### config.mk
export PLATFORM = sky130hd
export DESIGN_NAME = load_threshold_start_stop_advisor
export DESIGN_NICKNAME = d
export VERILOG_FILES = /design/src/rtl/ltssa_pkg.sv /design/src/rtl/ltssa_cfg.sv /design/src/rtl/ltssa_eval.sv /design/src/rtl/load_threshold_start_stop_advisor.sv
export SDC_FILE = /design/constraint.sdc
export NUM_CORES = 2
export LEC_CHECK = 0
export BUFFER_PORTS_ARGS = -buffer_cell sky130_fd_sc_hd__buf_2
export CAP_MARGIN = 20
export CORE_MARGIN = 1.5
export CORE_UTILIZATION = 40
export DETAILED_ROUTE_END_ITERATION = 8
export GPL_ROUTABILITY_DRIVEN = 0
export HOLD_SLACK_MARGIN = 0.02
export SYNTH_ARGS = -nofsm -noshare
export SYNTH_HDL_FRONTEND = slang
export SYNTH_SLANG_ARGS = --single-unit
### constraint.sdc
create_clock -name clock -period 6.6 [get_ports clock]
set_input_delay 0 -clock clock [delete_from_list [all_inputs] [get_ports clock]]
set_output_delay 0 -clock clock [all_outputs]
set_load 0.02 [all_outputs]
### src/rtl/ltssa_pkg.sv
package ltssa_pkg;

   localparam int LOAD_FRACTION_BITS = 8;

   localparam int LOAD_W  = 16;
   localparam int TIME_W  = 64;
   localparam int IVL_W   = 52;
   localparam int COUNT_W = 9;
   localparam int CSR_INDEX_W = 3;

   localparam logic [COUNT_W-1:0] COUNT_MAX = '1;

   // smallest interval whose whole seconds exceed one month (2592000 s)
   localparam logic [IVL_W-1:0] IVL_LIMIT = IVL_W'(64'd2592001000000000);

   // register indexes on the csr port
   localparam logic [CSR_INDEX_W-1:0] CSR_START_THRESHOLD = 3'd0;
   localparam logic [CSR_INDEX_W-1:0] CSR_STOP_THRESHOLD  = 3'd1;
   localparam logic [CSR_INDEX_W-1:0] CSR_START_HOLDOFF   = 3'd2;
   localparam logic [CSR_INDEX_W-1:0] CSR_STOP_HOLDOFF    = 3'd3;
   localparam logic [CSR_INDEX_W-1:0] CSR_QUIET_OVER_START = 3'd4;
   localparam logic [CSR_INDEX_W-1:0] CSR_QUIET_OVER_STOP  = 3'd5;

   typedef enum logic [1:0] {
      KIND_POLL  = 2'd0,
      KIND_START = 2'd1,
      KIND_STOP  = 2'd2
   } kind_type;

   typedef enum logic [1:0] {
      ST_OK         = 2'd0,
      ST_LOAD_FAIL  = 2'd1,
      ST_CLOCK_FAIL = 2'd2
   } status_type;

   typedef struct packed {
      logic [1:0]        kind;
      logic [TIME_W-1:0] time_now;
      logic [LOAD_W-1:0] load_sample;
      logic              load_ok;
      logic              clock_ok;
   } item_type;

   typedef struct packed {
      logic [LOAD_W-1:0] start_threshold;
      logic [LOAD_W-1:0] stop_threshold;
      logic [IVL_W-1:0]  start_holdoff_ns;
      logic [IVL_W-1:0]  stop_holdoff_ns;
      logic [IVL_W-1:0]  quiet_after_over_start_ns;
      logic [IVL_W-1:0]  quiet_after_over_stop_ns;
   } cfg_type;

   typedef struct packed {
      status_type         status;
      logic [COUNT_W-1:0] start_jobs;
      logic [COUNT_W-1:0] stop_jobs;
   } result_type;

   // floor(excess) + 1 in whole load units, saturated to the count width
   function automatic logic [COUNT_W-1:0] advise_count(input logic [LOAD_W-1:0] excess);
      logic [LOAD_W:0] c;
      c = (LOAD_W+1)'(excess >> LOAD_FRACTION_BITS) + (LOAD_W+1)'(1);
      return (c > (LOAD_W+1)'(COUNT_MAX)) ? COUNT_MAX : c[COUNT_W-1:0];
   endfunction

   // strict test limit < elapsed, elapsed taken as zero when time ran backward
   function automatic logic elapsed_over(input logic [TIME_W-1:0] now,
                                         input logic [TIME_W-1:0] then,
                                         input logic [IVL_W-1:0]  limit);
      logic [TIME_W-1:0] diff;
      diff = now - then;
      return (now >= then) && (TIME_W'(limit) < diff);
   endfunction

endpackage

### src/rtl/ltssa_cfg.sv
module ltssa_cfg (
   input  logic                                clock,
   input  logic                                reset,
   input  logic                                csr_valid,
   output logic                                csr_ready,
   input  logic [ltssa_pkg::CSR_INDEX_W-1:0]   csr_index,
   input  logic [ltssa_pkg::IVL_W-1:0]         csr_data,
   output ltssa_pkg::cfg_type                  cfg
);
   import ltssa_pkg::*;

   cfg_type cfg_ff;
   cfg_type cfg_in;
   logic    wr;
   logic    ivl_ok;

   assign csr_ready = 1'b1;
   assign wr        = csr_valid && csr_ready;
   // intervals whose whole seconds exceed one month are refused
   assign ivl_ok    = csr_data < IVL_LIMIT;

   always_comb begin
      cfg_in = cfg_ff;
      if (wr) begin
         case (csr_index)
            CSR_START_THRESHOLD:  cfg_in.start_threshold = csr_data[LOAD_W-1:0];
            CSR_STOP_THRESHOLD:   cfg_in.stop_threshold  = csr_data[LOAD_W-1:0];
            CSR_START_HOLDOFF:    if (ivl_ok) cfg_in.start_holdoff_ns = csr_data;
            CSR_STOP_HOLDOFF:     if (ivl_ok) cfg_in.stop_holdoff_ns  = csr_data;
            CSR_QUIET_OVER_START: if (ivl_ok) cfg_in.quiet_after_over_start_ns = csr_data;
            CSR_QUIET_OVER_STOP:  if (ivl_ok) cfg_in.quiet_after_over_stop_ns  = csr_data;
            default: ;
         endcase
      end
   end

   always_ff @(posedge clock) begin
      if (reset) begin
         cfg_ff.start_threshold           <= LOAD_W'(5);
         cfg_ff.stop_threshold            <= LOAD_W'(286);
         cfg_ff.start_holdoff_ns          <= IVL_W'(64'd70000000000);
         cfg_ff.stop_holdoff_ns           <= IVL_W'(64'd120000000000);
         cfg_ff.quiet_after_over_start_ns <= IVL_W'(64'd900000000000);
         cfg_ff.quiet_after_over_stop_ns  <= IVL_W'(64'd3600000000000);
      end else begin
         cfg_ff <= cfg_in;
      end
   end

   assign cfg = cfg_ff;

endmodule

### src/rtl/ltssa_eval.sv
module ltssa_eval (
   input  logic                    clock,
   input  logic                    reset,
   input  logic                    fire,
   input  ltssa_pkg::item_type     item,
   input  ltssa_pkg::cfg_type      cfg,
   output ltssa_pkg::result_type   result
);
   import ltssa_pkg::*;

   logic [TIME_W-1:0] last_start_ff, last_start_in;
   logic [TIME_W-1:0] last_stop_ff, last_stop_in;
   logic [TIME_W-1:0] last_over_start_ff, last_over_start_in;
   logic [TIME_W-1:0] last_over_stop_ff, last_over_stop_in;
   logic              start_gate;
   logic              stop_gate;

   // the three start tests and the stop test run side by side
   assign start_gate =
      elapsed_over(item.time_now, last_start_ff, cfg.start_holdoff_ns) &&
      elapsed_over(item.time_now, last_over_start_ff, cfg.quiet_after_over_start_ns) &&
      elapsed_over(item.time_now, last_over_stop_ff, cfg.quiet_after_over_stop_ns);
   assign stop_gate = elapsed_over(item.time_now, last_stop_ff, cfg.stop_holdoff_ns);

   always_comb begin
      result.status      = ST_OK;
      result.start_jobs  = '0;
      result.stop_jobs   = '0;
      last_start_in      = last_start_ff;
      last_stop_in       = last_stop_ff;
      last_over_start_in = last_over_start_ff;
      last_over_stop_in  = last_over_stop_ff;
      case (item.kind)
         KIND_START: begin
            if (!item.clock_ok) result.status = ST_CLOCK_FAIL;
            else                last_start_in = item.time_now;
         end
         KIND_STOP: begin
            if (!item.clock_ok) result.status = ST_CLOCK_FAIL;
            else                last_stop_in  = item.time_now;
         end
         KIND_POLL: begin
            if (!item.load_ok) begin
               result.status = ST_LOAD_FAIL;
            end else if (!item.clock_ok) begin
               result.status = ST_CLOCK_FAIL;
            end else begin
               if (item.load_sample < cfg.start_threshold) begin
                  if (start_gate)
                     result.start_jobs =
                        advise_count(cfg.start_threshold - item.load_sample);
               end else begin
                  last_over_start_in = item.time_now;
               end
               if (item.load_sample > cfg.stop_threshold) begin
                  if (stop_gate)
                     result.stop_jobs =
                        advise_count(item.load_sample - cfg.stop_threshold);
                  last_over_stop_in = item.time_now;
               end
            end
         end
         default: ;
      endcase
   end

   always_ff @(posedge clock) begin
      if (reset) begin
         last_start_ff      <= '0;
         last_stop_ff       <= '0;
         last_over_start_ff <= '0;
         last_over_stop_ff  <= '0;
      end else if (fire) begin
         last_start_ff      <= last_start_in;
         last_stop_ff       <= last_stop_in;
         last_over_start_ff <= last_over_start_in;
         last_over_stop_ff  <= last_over_stop_in;
      end
   end

endmodule

### src/rtl/load_threshold_start_stop_advisor.sv
// load threshold start/stop advisor
//
// req channel: one transfer per event (poll with load sample, start
// registered, stop registered); taken when req_valid is high and req_stall
// is low. rsp channel: exactly one result per event, in order, with status
// and the advised start and stop counts; taken when rsp_valid is high and
// rsp_stall is low. csr channel: register writes by index, always ready;
// write only while no event is in flight.
//
// an event waits in the input register while the timestamp subtracts and
// threshold compares run; its result is loaded into the output register
// once that register is empty or being drained, which raises rsp_valid.
// throughput: one event per cycle while the receiver does not stall, set
// by the single evaluation stage, which updates the stored timestamps in
// the same edge that loads the result so the next event sees them.
// a stalled receiver holds the result; the input register still takes one
// more event, then req_stall rises until the result is taken.
// reset empties both registers, loads the register defaults and clears
// the stored timestamps.
module load_threshold_start_stop_advisor (
   input  logic                                clock,
   input  logic                                reset,
   input  logic                                req_valid,
   output logic                                req_stall,
   input  logic [1:0]                          req_kind,
   input  logic [ltssa_pkg::TIME_W-1:0]        req_time_now,
   input  logic [ltssa_pkg::LOAD_W-1:0]        req_load_sample,
   input  logic                                req_load_ok,
   input  logic                                req_clock_ok,
   output logic                                rsp_valid,
   input  logic                                rsp_stall,
   output logic [1:0]                          rsp_status,
   output logic [ltssa_pkg::COUNT_W-1:0]       rsp_start_jobs,
   output logic [ltssa_pkg::COUNT_W-1:0]       rsp_stop_jobs,
   input  logic                                csr_valid,
   output logic                                csr_ready,
   input  logic [ltssa_pkg::CSR_INDEX_W-1:0]   csr_index,
   input  logic [ltssa_pkg::IVL_W-1:0]         csr_data
);
   import ltssa_pkg::*;

   cfg_type    cfg;
   result_type result;

   // input register
   logic       s1_valid_ff, s1_valid_in;
   item_type   s1_item_ff, s1_item_in;
   // output register
   logic       rsp_valid_ff, rsp_valid_in;
   result_type rsp_ff, rsp_in;

   logic req_fire;
   logic advance;

   // item moves on when the output register is empty or being drained
   assign advance   = s1_valid_ff && (!rsp_valid_ff || !rsp_stall);
   assign req_stall = s1_valid_ff && rsp_valid_ff && rsp_stall;
   assign req_fire  = req_valid && !req_stall;

   always_comb begin
      s1_item_in.kind        = req_kind;
      s1_item_in.time_now    = req_time_now;
      s1_item_in.load_sample = req_load_sample;
      s1_item_in.load_ok     = req_load_ok;
      s1_item_in.clock_ok    = req_clock_ok;
      s1_valid_in  = req_fire || (s1_valid_ff && !advance);
      rsp_valid_in = advance || (rsp_valid_ff && rsp_stall);
      rsp_in       = advance ? result : rsp_ff;
   end

   always_ff @(posedge clock) begin
      if (reset) begin
         s1_valid_ff  <= 1'b0;
         rsp_valid_ff <= 1'b0;
      end else begin
         s1_valid_ff  <= s1_valid_in;
         rsp_valid_ff <= rsp_valid_in;
      end
   end

   // payload registers
   always_ff @(posedge clock) begin
      if (req_fire) s1_item_ff <= s1_item_in;
      rsp_ff <= rsp_in;
   end

   ltssa_cfg u_cfg (
      .clock     (clock),
      .reset     (reset),
      .csr_valid (csr_valid),
      .csr_ready (csr_ready),
      .csr_index (csr_index),
      .csr_data  (csr_data),
      .cfg       (cfg)
   );

   // state commits only when the item's result is loaded
   ltssa_eval u_eval (
      .clock  (clock),
      .reset  (reset),
      .fire   (advance),
      .item   (s1_item_ff),
      .cfg    (cfg),
      .result (result)
   );

   assign rsp_valid      = rsp_valid_ff;
   assign rsp_status     = rsp_ff.status;
   assign rsp_start_jobs = rsp_ff.start_jobs;
   assign rsp_stop_jobs  = rsp_ff.stop_jobs;

   // a full input register behind a stalled result must hold off new transfers
   a_full_stalls: assert property (@(posedge clock) disable iff (reset)
      (s1_valid_ff && rsp_valid_ff && rsp_stall) |-> req_stall)
      else $error("input register overrun");

   // an item that leaves the input register always shows up as a result
   a_advance_shows: assert property (@(posedge clock) disable iff (reset)
      advance |=> rsp_valid)
      else $error("result lost after advance");

   // failed reads never advise anything
   a_fail_zero: assert property (@(posedge clock) disable iff (reset)
      (rsp_valid && rsp_status != ST_OK) |-> (rsp_start_jobs == '0 && rsp_stop_jobs == '0))
      else $error("counts on failed status");

   // nothing is in flight right after reset
   a_reset_empty: assert property (@(posedge clock)
      reset |=> (!rsp_valid && !s1_valid_ff))
      else $error("pipeline not empty after reset");

endmodule

=== Word-level counts from Yosys, hierarchy flattened ===
Cells that the tools add are included.

* Input port bits: 144
* Output and inout bits: 23
* Register bits after elaboration: 602

* Reduce and logical (&&, ||, !) cells: 34
* Bitwise gates (word level): 1
* Multiplexer cells: 5
* Magnitude comparators: 13
* Add/subtract/negate cells: 8
* Eq/ne operators: 7

{| class="wikitable"
|+ Operators with widths
! kind !! number
|-
| $ge A64 B64 Y1 || 4
|-
| $lt A52 B64 Y1 || 4
|-
| $sub A64 B64 Y64 || 4
|-
| $lt A52 B52 Y1 const B || 1
|-
| $gt A17 B9 Y1 const B || 2
|-
| $sub A16 B16 Y16 || 2
|-
| $reduce_and A5 Y1 || 4
|-
| $add A8 B1 Y9 const B || 2
|-
| $mux W9 || 2
|-
| $reduce_and A3 Y1 || 6
|-
| $gt A16 B16 Y1 || 1
|-
| $lt A16 B16 Y1 || 1
|-
| $logic_and A1 B1 Y1 || 12
|-
| $eq A3 B2 Y1 const B || 2
|-
| $eq A3 B3 Y1 const B || 2
|-
| $logic_not A1 Y1 || 4
|-
| $mux W2 || 2
|-
| $pmux W2 S2 || 1
|-
| $reduce_and A2 Y1 || 2
|-
| $eq A3 B1 Y1 const B || 1
|-
| $logic_not A3 Y1 || 1
|-
| $logic_or A1 B1 Y1 || 3
|-
| $eq A2 B1 Y1 const B || 1
|-
| $eq A2 B2 Y1 const B || 1
|-
| other kinds (3) || 3
|}

=== Longest topological paths before layout ===
* Word-level depth: 6
* Gate-level depth with buffers: 26
* Gate-level depth less buffers: 26

=== Modules after synthesis ===
Synthesis repeated with hierarchy kept, for this count alone.

* Cells, all modules: 5589
* Area, all modules: 44475.2 sq um

{| class="wikitable"
|+ By module, submodules not included
! module !! times used !! area each (sq um) !! seq. area each (sq um) !! cells an instance
|-
| ltssa_eval || 1 || 31564.0 || 5124.9 || 4527
|-
| ltssa_cfg || 1 || 9701.8 || 4804.6 || 948
|-
| load_threshold_start_stop_advisor || 1 || 3209.3 || 3163.0 || 114
|}

=== Worst setup path before layout ===
OpenSTA, ideal clock, no wires.

* Kind: register to register
* Start point: register s1_item_ff[18] (netlist bit)
* End point: register rsp_ff (netlist bit rsp_start_jobs[2]) (data pin)
* Clock period less this slack: 5.852 ns
* Stages on the path, launching flop included: 26
* Buffers on the path: 0
* Arrival: 5.567 ns
* Data required time: 6.314 ns
* Library setup time: 0.286 ns
* Setup slack: 0.748 ns
* Path through: edfxtp_1 -> inv_1 -> ha_1 -> inv_1 -> fa_1 -> a21oi_1 -> o211ai_1 -> a211oi_2 -> a211oi_1 -> a21oi_1 -> o21bai_1 -> a21boi_0 -> o21ai_0 -> a21oi_1 -> xor2_1 -> ha_1 -> nand4_1 -> nor3_1 -> nand4_1 -> or4_1 -> o211ai_1 -> o221ai_1 -> nor4_1 -> nand4_1 -> nor4_2 -> nor4_1

* Word-level cells in the longest chain between the ends: 6
* Elaborated cells between the ends (all ways): 15

{| class="wikitable"
|+ RTL lines
! what !! RTL line !! source
|-
| from (decl) || load_threshold_start_stop_advisor.sv:47 || <nowiki>item_type s1_item_ff, s1_item_in;</nowiki>
|-
| from (signal assigned) || load_threshold_start_stop_advisor.sv:83 || <nowiki>if (req_fire) s1_item_ff <= s1_item_in;</nowiki>
|-
| $sub A64 B64 Y64 || ltssa_pkg.sv:71 || <nowiki>diff = now - then;</nowiki>
|-
| $lt A52 B64 Y1 || ltssa_pkg.sv:72 || <nowiki>return (now >= then) && (TIME_W'(limit) < diff);</nowiki>
|-
| $logic_and A1 B1 Y1 || ltssa_pkg.sv:72 ||
|-
| $logic_and A1 B1 Y1 || ltssa_eval.sv:20 || <nowiki>elapsed_over(item.time_now, last_start_ff, cfg.start_holdoff_ns) &&</nowiki>
|-
| $logic_and A1 B1 Y1 * || ltssa_eval.sv:21 || <nowiki>elapsed_over(item.time_now, last_over_start_ff, cfg.quiet_after_over_start_ns) &&</nowiki>
|-
| $reduce_and A5 Y1 (no source line) * || -- ||
|-
| to (signal assigned) || load_threshold_start_stop_advisor.sv:84 || <nowiki>rsp_ff <= rsp_in;</nowiki>
|-
| to (decl) || load_threshold_start_stop_advisor.sv:50 || <nowiki>result_type rsp_ff, rsp_in;</nowiki>
|}

Every way passes the cells marked *; elsewhere a longest branch is shown, timed or not.
A chain may end at the register's enable or synchronous reset.

=== Final worst setup path ===
* Start point: register s1_item_ff[18] (netlist bit)
* End point: register rsp_ff (netlist bit rsp_start_jobs[3]) (data pin)

Same word-level chain as after synthesis.

==> qor.txt <==
die height: 333 um
clock latency reported for the late side of the worst-skew pair: 0.67 ns
grt ovf: 0
PwrDens: 205 mW/mm^2
Comb power frac: 21.1%
critical path fanouts, max: 9
async set or reset register ratio after synthesis: 0%
Seq cells post-synth: 602
Max Buffers Root-to-Sink: 3
Place WS: -0.597 ns
maximum clock frequency: 158 MHz
Clock Skew: 0.0418 ns
Vias: 42446
clock power share: 40.9%
final routed DRC violation total: 0
initial antenna violation count: 2
router iterations before antenna repair: 6
sequential cell fraction of total power: 38.0%
Detail Route Antenna Nets: 0
worst setup margin: 0.282 ns
Syn Std Cell Area: 0.0436 mm^2
critical path required time: 6.98 ns
register area: 0.0131 mm^2
nets: 6497
initial drt markers: 3892
share of cells above drive strength 1: 8.19%
first-pass GRT wire length: 235000 um
fin crit share: 95.7%
status: complete, no violations
final std cells w/o fill: 7311
initial core utilization: 40.5%
CTS tree: built
WS Path Type: reg2reg
Worst Max-Slew Pin Slew: 1.17 ns
Die ar.: 0.111 mm^2
Worst-path clk slew: 0.06 ns
Total GRT Usage: 27.5%
vias in the first global route: 39658
core box area: 0.108 mm^2
sw frac: 31.4%
post-synthesis net count: 6282
Startpoint Class: flop
Rows: 120
Hold WC Path Type: in2reg
R2R setup slack: 0.28 ns
P_int: 0.00706 W
io pins: 167
Max Transition Viols Final: 0
WL/cell: 21.6 um
die width: 333 um
via/cell ratio: 5.81
Port Buf Inserts: 165
Post-synth top cells: 935 x nand2_1, 753 x a21oi_1, 500 x ha_1, 498 x dfxtp_1, 409 x nor2_1
Synth warnings: 0
CTS H-tree lvls: 3
CTS Root Cell: clkbuf_16
number of fill cells in the layout: 10703
Synth cell types: 91
Post-Route WL: 158000 um
P&R area growth vs syn: 14.9%
CTS sink cnt: 602
Final Hold Vio Count: 0
area leader, netlist: dfxtp_1
critical path arrival: 6.70 ns
Static Leak: 20.3 nW
Cells after Synth: 5634
Worst Setup End Kind: flop
final setup fails: 0
Synth area leaders: dfxtp_1 23%, ha_1 14%, a21oi_1 8.6%
Post-DP HPWL: 123000 um
most frequent cell after synthesis: nand2_1
ant diodes: 0
syn avg cell area: 7.74 um^2
number of synthesized flops with an enable pin: 104
share of the yosys chip area belonging to registers: 30.0%
largest net degree at the start of global routing: 187
min cycle time layout: 6.32 ns
max_cap viols: 0
post-synth top area share: 22.8%
placed cell count: 7022
cts bufs inserted: 75
RSZ-0062 raised after global routing: no
utilization after layout: 46.6%
worst vdd ir: 0.000198 V
dominant synthesized flop cell: dfxtp_1
area of the multi-input gates: 0.0283 mm^2
Switch Pwr: 0.00324 W
relative slew slack: 22.3%
cells in the final DEF, fill, tap and decap left out, types with 34 or more instances in the layout:
cell type / netlist / layout
dlygate4sd3_1: 0 / 148
o21ai_0: 252 / 251
o21bai_1: 46 / 46
o21a_1: 44 / 44
edfxtp_1: 104 / 104
xor2_1: 123 / 123
o211ai_1: 34 / 34
nand4_1: 157 / 157
dfxtp_1: 498 / 498
a31oi_1: 38 / 38
mux2i_1: 149 / 149
a21oi_1: 753 / 751
ha_1: 500 / 500
xnor2_1: 133 / 133
inv_1: 357 / 356
nand3_1: 71 / 68
nand2_1: 935 / 935
nor2_1: 409 / 409
a21o_1: 137 / 135
clkbuf_16: 0 / 78
buf_4: 1 / 106
nor3_1: 115 / 112
buf_2: 21 / 164
nor4_1: 36 / 36
critical path, cell delays in order, from the launching register on:
cell	delay (ns)
edfxtp_1	0.44
inv_2	0.14
ha_1	0.19
inv_1	0.06
fa_1	0.43
a21o_1	0.24
a221oi_4	0.31
o211a_1	0.30
o21bai_1	0.18
a31oi_1	0.20
buf_4	0.16
nor2_1	0.04
nor2_1	0.23
o21bai_1	0.11
a21oi_1	0.20
xor2_1	0.10
ha_1	0.29
nand4_1	0.10
or3_1	0.39
nor3_1	0.26
a211o_1	0.16
a31o_2	0.11
o221ai_1	0.11
nor4_1	0.35
nand4_1	0.21
o311ai_4	0.37
buf_6	0.24
nor4_1	0.09
cells by family (layout without fill, tap and decap cells):
| logic type | after synthesis | after routing | share of synthesized area [%] |
|---|---|---|---|
| AO/OA/AOI/OAI | 1557 | 1557 | 21.7 |
| XOR/XNOR | 256 | 256 | 5.14 |
| adder cells (fa/ha/maj) | 504 | 504 | 14.5 |
| buffers and inverters | 642 | 916 | 5.59 |
| flip-flops | 602 | 602 | 30.0 |
| multiplexers | 151 | 151 | 3.47 |
| other | 1 | 1 | 0.00859 |
| AND/OR/NAND/NOR | 1921 | 1921 | 19.6 |
layout make-up:
class / count / area share [%]
flip-flops and latches: 602 / 26.1
well taps: 1403 / 3.50
inverters: 357 / 2.67
clock inverters: 37 / 0.719
multi-input cells: 4390 / 56.4
clock buffers: 99 / 4.27
repair buffers: 423 / 6.33
repair_timing:
| item | in CTS | in global routing |
|---|---|---|
| endpoints found under the hold margin | 386 | 0 |
| hold buffers | 148 | 0 |
| cloned | 0 | 0 |
| buffers inserted | 0 | 5 |
| pin swaps | 1 | 3 |
| resized for setup | 8 | 12 |
| setup endpoints to repair | 18 | 18 |
metal layers:
layer	global-route usage, %	part of all wire, %
met5	0	0
met2	41.2	42
met1	39.0	45
met3	3.83	8.8
met4	12.1	5.0
through the flow:
| step | setup TNS (ns) | hold WS [ns] | cell area (um^2) | total power (W) |
|---|---|---|---|---|
| final | 0 | 0.0468 | 50100 | 0.0103 |
| after global routing | 0 | 0.0271 | 50100 | 0.0107 |
| after CTS | 0 | 0.0207 | 50000 | 0.0103 |
| after detailed placement | -6.08 | 0.178 | 46000 | 0.00602 |
| after global placement | -6.13 | 0.176 | 46000 | 0.00601 |
| after floorplan | 0 | 0.0989 | 43600 | 0.00533 |
final timing paths:
path,start,cells after the start,to
worst max-delay path,s1_item_ff[18],27,rsp_start_jobs[3]
worst min-delay path,req_load_sample[6],2,s1_item_ff[8]
worst max register to register,s1_item_ff[18],27,rsp_start_jobs[3]
worst min register to register,u_eval.last_start_ff[33],2,u_eval.last_start_ff[33]
power by group through the flow:
| stage | clock, W | sequential [W] | combinational, W |
|---|---|---|---|
| final | 0.00422 | 0.00391 | 0.00218 |
| after global routing | 0.00443 | 0.00391 | 0.00237 |
| after CTS | 0.00429 | 0.00391 | 0.00212 |
| after detailed placement | 0 | 0.00398 | 0.00204 |
| after global placement | 0 | 0.00398 | 0.00203 |
| after floorplan | 0 | 0.00397 | 0.00136 |
flip-flops by register name, summed over array words and instances, names as in the netlist:
register,cells
rsp_status,2
s1_item_ff,84
rsp_stop_jobs,9
rsp_valid,1
u_eval.last_start_ff,64
u_eval.last_over_stop_ff,64
u_cfg.cfg,240
rsp_start_jobs,9
u_eval.last_stop_ff,64
u_eval.last_over_start_ff,64
s1_valid_ff,1
Note: power is estimated with default switching activity, not from simulation.
